`config.mk`:
```
export PLATFORM = sky130hd
export DESIGN_NAME = htd_builder
export DESIGN_NICKNAME = d
export VERILOG_FILES = /design/src/rtl/core/htd_pkg.sv /design/src/rtl/core/htd_builder.sv
export SDC_FILE = /design/constraint.sdc
export NUM_CORES = 2
export LEC_CHECK = 0
export BUFFER_PORTS_ARGS = -buffer_cell sky130_fd_sc_hd__clkbuf_2
export CAP_MARGIN = 20
export CORE_ASPECT_RATIO = 1.75
export CORE_MARGIN = 10
export CORE_UTILIZATION = 45
export CTS_CLUSTER_DIAMETER = 40
export DETAILED_ROUTE_END_ITERATION = 10
export PLACE_DENSITY = 0.71
export SYNTH_ARGS = -nofsm -noshare
export SYNTH_HDL_FRONTEND = slang
export SYNTH_SLANG_ARGS = --single-unit
export TNS_END_PERCENT = 100
```
`constraint.sdc`:
```
create_clock -name i_clk -period 7.5 [get_ports i_clk]
set_input_delay 1.5 -clock i_clk [delete_from_list [all_inputs] [get_ports i_clk]]
set_output_delay 1.5 -clock i_clk [all_outputs]
set_load 0.05 [all_outputs]
```
`src/rtl/core/htd_pkg.sv`:
```
`timescale 1ns / 1ps
// ============================================================================
// htd_pkg
// Shared types and constants for the Huffman tree load and decode block:
// item structs, node layout, status codes and the control structs that pass
// between the table builder, the tree walker and the top level.
// ============================================================================
package htd_pkg;

    // Node index field width inside a stored node
    localparam int IdxW     = 9;
    // Bits in one symbol of the coding table
    localparam int SymBits  = 8;
    localparam int CountW   = 32;

    // Input bit kinds
    localparam logic FUNC_TABLE = 1'b0;
    localparam logic FUNC_DATA  = 1'b1;

    typedef enum logic [1:0] {
        ST_SYMBOL       = 2'd0,
        ST_BAD_TABLE    = 2'd1,
        ST_OUT_OF_PHASE = 2'd2,
        ST_OVERFLOW     = 2'd3
    } t_status;

    typedef struct packed {
        logic func;
        logic bit_value;
    } t_in_item;

    typedef struct packed {
        logic [SymBits-1:0] symbol;
        logic               last;
        t_status            status;
    } t_out_item;

    // Tree node: a leaf keeps its symbol in the right field
    typedef struct packed {
        logic            leaf;
        logic [IdxW-1:0] left;
        logic [IdxW-1:0] right;
    } t_node;

    typedef struct packed {
        logic            en;
        logic [IdxW-1:0] addr;
        t_node           data;
    } t_node_wr;

    // Outcome of one table bit
    typedef struct packed {
        logic    err;
        t_status status;
        logic    tree_end;
    } t_build_res;

    // Outcome of one data bit
    typedef struct packed {
        logic               emit;
        logic [SymBits-1:0] symbol;
        logic               last;
        logic               done;
    } t_walk_res;

endpackage

```
`src/rtl/core/htd_builder.sv`:
```
`timescale 1ns / 1ps
// ============================================================================
// htd_builder
// Rebuilds the tree from the post-order table code. Holds the build stack in
// a synchronous memory, keeps the top entry and its node in registers, and
// issues node writes toward the tree walker's node memory.
// ============================================================================
module htd_builder #(
    parameter int MAX_NODES   = 512,
    parameter int STACK_DEPTH = 256
) (
    input  logic                i_clk,
    input  logic                i_rst_n,
    input  logic                i_rd_en,
    input  logic                i_step,
    input  logic                i_bit,
    output htd_pkg::t_build_res o_res,
    output htd_pkg::t_node_wr   o_node_wr,
    output htd_pkg::t_node      o_top_node
);

    localparam int NAW = $clog2(MAX_NODES);
    localparam int NCW = $clog2(MAX_NODES + 1);
    localparam int SAW = $clog2(STACK_DEPTH);
    localparam int FW  = $clog2(STACK_DEPTH + 1);

    logic [NAW-1:0]             r_stack [STACK_DEPTH];
    logic [NAW-1:0]             r_stack_rd;

    logic [FW-1:0]              r_fill, n_fill;
    logic [NCW-1:0]             r_nodes, n_nodes;
    logic [htd_pkg::SymBits-1:0] r_shift, n_shift;
    logic [3:0]                 r_bits_left, n_bits_left;
    logic [NAW-1:0]             r_top, n_top;
    htd_pkg::t_node             r_top_node, n_top_node;

    logic [FW-1:0]              fill_m2;
    logic [htd_pkg::SymBits-1:0] sym_next;
    logic                       nodes_full;
    logic                       stack_full;
    logic                       node_we;
    htd_pkg::t_node             node_data;
    logic                       stk_we;
    logic [SAW-1:0]             stk_waddr;

    assign fill_m2    = r_fill - FW'(2);
    assign sym_next   = {r_shift[htd_pkg::SymBits-2:0], i_bit};
    assign nodes_full = (r_nodes >= NCW'(MAX_NODES));
    assign stack_full = (r_fill >= FW'(STACK_DEPTH));

    // Stack memory: read the entry below the top on accept, write on commit
    always_ff @(posedge i_clk) begin
        if (i_rd_en) begin
            r_stack_rd <= r_stack[fill_m2[SAW-1:0]];
        end
        if (i_step && stk_we) begin
            r_stack[stk_waddr] <= r_nodes[NAW-1:0];
        end
    end

    // Decode one table bit
    always_comb begin
        n_fill      = r_fill;
        n_nodes     = r_nodes;
        n_shift     = r_shift;
        n_bits_left = r_bits_left;
        n_top       = r_top;
        n_top_node  = r_top_node;
        o_res       = '{err: 1'b0, status: htd_pkg::ST_SYMBOL, tree_end: 1'b0};
        node_we     = 1'b0;
        node_data   = '0;
        stk_we      = 1'b0;
        stk_waddr   = r_fill[SAW-1:0];
        if (r_bits_left != 4'd0) begin
            n_shift     = sym_next;
            n_bits_left = r_bits_left - 4'd1;
            if (r_bits_left == 4'd1) begin
                if (nodes_full || stack_full) begin
                    o_res.err    = 1'b1;
                    o_res.status = htd_pkg::ST_OVERFLOW;
                end else begin
                    // push a leaf
                    node_data  = '{leaf: 1'b1, left: '0,
                                   right: htd_pkg::IdxW'(sym_next)};
                    node_we    = 1'b1;
                    stk_we     = 1'b1;
                    n_fill     = r_fill + FW'(1);
                    n_top      = r_nodes[NAW-1:0];
                    n_top_node = node_data;
                    n_nodes    = r_nodes + NCW'(1);
                end
            end
        end else if (i_bit) begin
            n_bits_left = 4'(htd_pkg::SymBits);
            n_shift     = '0;
        end else if (r_fill == FW'(1)) begin
            o_res.tree_end = 1'b1;
            n_fill         = '0;
        end else if (r_fill == '0) begin
            o_res.err    = 1'b1;
            o_res.status = htd_pkg::ST_BAD_TABLE;
        end else if (nodes_full) begin
            o_res.err    = 1'b1;
            o_res.status = htd_pkg::ST_OVERFLOW;
        end else begin
            // join the top two entries
            node_data  = '{leaf: 1'b0, left: htd_pkg::IdxW'(r_stack_rd),
                           right: htd_pkg::IdxW'(r_top)};
            node_we    = 1'b1;
            stk_we     = 1'b1;
            stk_waddr  = fill_m2[SAW-1:0];
            n_fill     = r_fill - FW'(1);
            n_top      = r_nodes[NAW-1:0];
            n_top_node = node_data;
            n_nodes    = r_nodes + NCW'(1);
        end
    end

    assign o_node_wr.en   = i_step && node_we;
    assign o_node_wr.addr = htd_pkg::IdxW'(r_nodes[NAW-1:0]);
    assign o_node_wr.data = node_data;
    assign o_top_node     = r_top_node;

    // Build state
    always_ff @(posedge i_clk) begin
        if (!i_rst_n) begin
            r_fill      <= '0;
            r_nodes     <= '0;
            r_shift     <= '0;
            r_bits_left <= '0;
        end else if (i_step) begin
            r_fill      <= n_fill;
            r_nodes     <= n_nodes;
            r_shift     <= n_shift;
            r_bits_left <= n_bits_left;
        end
    end

    always_ff @(posedge i_clk) begin
        if (i_step) begin
            r_top      <= n_top;
            r_top_node <= n_top_node;
        end
    end

    a_fill_bound: assert property (@(posedge i_clk) disable iff (!i_rst_n)
        r_fill <= FW'(STACK_DEPTH) && r_nodes <= NCW'(MAX_NODES))
        else $error("build stack or node count past capacity");

    a_no_write_on_err: assert property (@(posedge i_clk) disable iff (!i_rst_n)
        o_node_wr.en |-> !o_res.err && !o_res.tree_end)
        else $error("node write on error or table end");

endmodule

```
# Word level (Yosys, flattened, before mapping)
# Memories as Yosys holds them, arrays and structs flattened. A register that Yosys moved wholly into a read port is not among the register bits.
# Index checks and enable logic that the tools add are counted.
dict set report word_totals {
  ramBits 2304
  memories 1
  word_cells 96
  regBits 58
  inputBits 5
  output_inout_bits 52
}
# memory words width rd rd_ports_with_merged_regs write_ports line
set mem_list {}
lappend mem_list {r_stack 256 9 1 1 1 htd_builder.sv:27} ;# logic [NAW-1:0] r_stack [STACK_DEPTH];
dict set report classes {
  eq_ne 10
  magnitude_cmp 2
  n_mux 62
  reduce_logical 8
  add_sub_neg 5
}
# operator count
set ops {}
lappend ops {{$mux 19} 10}
lappend ops {{$mux 9} 14}
lappend ops {{$mux 18} 4}
lappend ops {{$mux 10} 7}
lappend ops {{$mux 8} 5}
lappend ops {{$mux 3} 6}
lappend ops {{$mux 7} 2}
lappend ops {{$mux 4} 3}
lappend ops {{$mux 1} 11}
lappend ops {{$add 10x1->10 const B} 1}
lappend ops {{$ge 10x10->1 const B} 1}
lappend ops {{$add 9x1->9 const B} 1}
lappend ops {{$eq 9x1->1 const B} 1}
lappend ops {{$ge 9x9->1 const B} 1}
lappend ops {{$logic_not 9->1} 1}
lappend ops {{$sub 9x1->9 const B} 1}
lappend ops {{$sub 8x2->8 const B} 1}
lappend ops {{$reduce_and 7->1} 1}
lappend ops {{$ne 2x1->1 const B} 3}
lappend ops {{$ne 2x2->1 const B} 3}
lappend ops {{$reduce_and 6->1} 1}
lappend ops {{$eq 4x1->1 const B} 1}
lappend ops {{$reduce_bool 4->1} 1}
lappend ops {{$sub 4x1->4 const B} 1}
lappend ops {{other kinds (6)} 6}

# Logic depth before layout (Yosys ltp)
dict set report logic_depth {
  word_depth 9
  depth_mapped 18
  mapped_depth_nobuf 10
}

# Worst setup path after synthesis
# Ideal clock, no wire load.
dict set report synth_path {
  path_kind {flip-flop to output port}
  startpoint {register r_nodes[3]}
  endpoint {output port o_node_wr[22] (netlist bit)}
  arrival_time_ns 4.085
  setup_slack_ns 1.915
  stages_incl_launch_ff 2
  required_time_ns 6.000
  path_buffers 1
  path_cell_list {dfxtp_1 buf_4}
}
# element line
set synth_lines {}
lappend synth_lines {{from (decl)} htd_builder.sv:31} ;# logic [NCW-1:0] r_nodes, n_nodes;
lappend synth_lines {{from (signal assigned)} htd_builder.sv:133} ;# r_nodes <= n_nodes;
lappend synth_lines {{to (decl)} htd_builder.sv:18} ;# output htd_pkg::t_node_wr o_node_wr,
# No word-level cell between the ends.

==> results.yml <==
placed_design:
  dp_slack_ns: 1.63
  post-place-cells: 6999
  post-dp-hpwl_mm: 152
  port_buffers: 56
  gp_congestion: 0.929
critical_path:
  start_kind: "register"
  slowest_stage: "dfxtp_4"
  crit_arrival_ns: 4.41
  crit_chain: "inv_1 -> ha_1 -> or2_2 -> a31oi_4 -> nor2b_1 -> a32o_1 -> clkbuf_2"
  cp_max_fo: 32
  crit_required_ns: 6.00
  crit_path_end_kind: "output port"
  crit_path_max_incr_delay_ns: 0.75
  critPathKind: "register to output port"
sta:
  max-slew-margin-rel: 0.247
  hold_violations: 0
  slew_viol_final: 0
  rsz0062_at_grt: "false"
  fin_setup_tns_ns: 0
  fin_skew_ns: 0.0479
  max_freq_mhz: 169
  fin_crit_sh: 0.787
  worst_slew_pin_slew_ns: 1.13
  min_period_ns: 5.91
  setup_viol: 0
  final.setup.worst_slack_ns: 1.59
route:
  drt_pass1_iterations: 9
  drt_iter0_drc: 5124
  avgRoutedWirePerCell_um: 32.2
  vias: 45500
  drc: 0
  drtAntennaViolNets: 0
  viasPerCell: 6.18
  routed_wl_mm: 237
yosys:
  syn-cell-area_um2: 92600
  syn_nets: 4439
  seq_area_frac_synth: 0.765
  synthDominantCellAreaShare: 0.759
  ys_types: 78
  yosys_warnings: 0
  synth-edff-count: 2341
  synth_ff_type: "edfxtp_1"
  synthTopCellsByArea: "edfxtp_1, mux4_2, nor2_1, nand2_1, dfxtp_1"
  syn_avg_cell_area_um2: 20.9
  synth.largest_area_cell: "edfxtp_1"
  synthCells: 4425
  async_reset_ff_frac: 0
  synth-seq-cells: 2371
cells_and_area:
  seq_area_um2: 70900
  multi_input_area_um2: 20300
  fill_cells: 15700
  synthToLayoutAreaGrowth_pct: 10.8
  nets: 4553
  final_cell_mix: "edfxtp_1, mux4_2, nor2_1, nand2_1, clkbuf_16"
  drive_above_1_share: 0.242
  final_common_cell: "edfxtp_1"
  finalNonFillerCells: 7356
die:
  core.rowCount: 220
  design.core.area_um2: 205000
  fp.dieArea_um2: 225000
  ios: 57
  die_x_um: 363
  fp.dieH_um: 620
  start_util: 0.452
pwr:
  power.density_nw_per_um2: 316
  finalPower_uw: 32400
  ir_drop_uv: 224
  leakagePower_uw: 0.0286
cts:
  cts.sinks: 2371
  cts_htree_levels: 4
  cts_buffers: 198
  postCtsHoldBufs: 0
  cts_tree: "yes"
  cts_setup_buffers: 0
  clkSlewWorstSetupHoldPaths_ns: 0.07
  clk-insertion-delay-late_ns: 0.86
  cts.repair.resized: 0
  clockBufferDepth: 4
  cts-root-buf: "clkbuf_16"
run:
  max_cap_violations: 0
global_route:
  antenna_found_initial: 2
  grt_usage: 0.208
  grt_max_degree: 176
  grt_pass1_vias: 46700
  grt-ovfl-total: 0
  grt_pass1_wl_mm: 340
outcome:
  status: "completed"
min_path:
  hp-class: "register to register"
final timing paths:
kind / start / end / slack, ns / cells after the start
max: r_fill[0] / o_node_wr[6] / 1.59 / 7
min: r_shift[0] / r_shift[0] / 0.51 / 2
min reg2reg: r_shift[0] / r_shift[0] / 0.51 / 2
max reg2reg: r_fill[0] / r_stack[121][1] / 1.63 / 10
layer usage:
metal	wire length [um]	part of all wire	GRT usage
met1	77200	0.33	0.232
met2	125000	0.53	0.370
met5	11	0.000046	0
met3	15600	0.066	0.0268
met4	18800	0.079	0.145
layout make-up:
type / instances / area share
multi-input cells: 1764 / 0.198
diodes: 2 / 0.0000488
clock inverters: 132 / 0.0139
repair buffers: 189 / 0.0137
clock buffers: 219 / 0.0501
well taps: 2664 / 0.0325
inverters: 15 / 0.000549
flip-flops and latches: 2371 / 0.691
where the power goes:
group	internal, uW	total, uW	leakage [uW]	switching, uW
registers	14600	14800	0.0194	171
clock network	5900	10600	0.00319	4670
logic	2060	7020	0.00598	4960
total	22600	32400	0.0286	9800
registers in the layout (all words and copies together) (netlist names):
signal / count
o_top_node: 19
r_bits_left: 4
r_fill: 9
r_nodes: 10
r_shift: 7
r_stack: 2304
r_stack_rd: 9
r_top: 9
cells in the mapped netlist, types with 10 or more instances:
cell	instances
a211o_1	10
a211oi_1	10
a21oi_1	30
a221oi_1	36
a22o_1	38
a22oi_1	70
a31oi_1	21
a32oi_1	15
and2_1	20
and3_1	29
buf_1	13
buf_2	102
buf_4	56
clkbuf_1	95
dfxtp_1	30
edfxtp_1	2341
inv_1	14
mux2i_1	59
mux4_2	591
nand2_1	222
nand3_1	75
nand4_1	33
nor2_1	269
nor2b_1	17
nor3_1	36
nor4_1	11
o21ai_0	19
o22ai_1	18
worst max-delay path: cells and delay by family (launching register included):
family                   cells  cell delay (ns)
buffers and inverters        2             0.76
AND/OR/NAND/NOR              2             0.93
flip-flops                   1             0.75
AO/OA/AOI/OAI                2             0.80
adder cells (fa/ha/maj)      1             0.33
logic make-up (layout without fill, tap and decap cells):
logic type | after synthesis | in the layout | synth area share
other | 0 | 2 | 0
and+or+nand+nor | 762 | 762 | 0.0380
adders and majority gates | 9 | 9 | 0.00122
buffers and inverters | 290 | 555 | 0.0161
muxes | 651 | 651 | 0.150
DFF | 2371 | 2371 | 0.765
xor gates and xnor gates | 15 | 15 | 0.00182
AOI/OAI and AO/OA | 327 | 327 | 0.0271
metrics by stage:
| step | instance area (um^2) | util | hold slack (ns) |
|---|---|---|---|
| after floorplan | 92600 | - | 0.467 |
| after global placement | 96000 | 0.468 | 0.498 |
| after detailed placement | 96000 | 0.468 | 0.498 |
| after CTS | 103000 | 0.500 | 0.508 |
| after global routing | 103000 | 0.500 | 0.539 |
| final | 103000 | 0.501 | 0.511 |
Power figures use the tool's default switching activity.
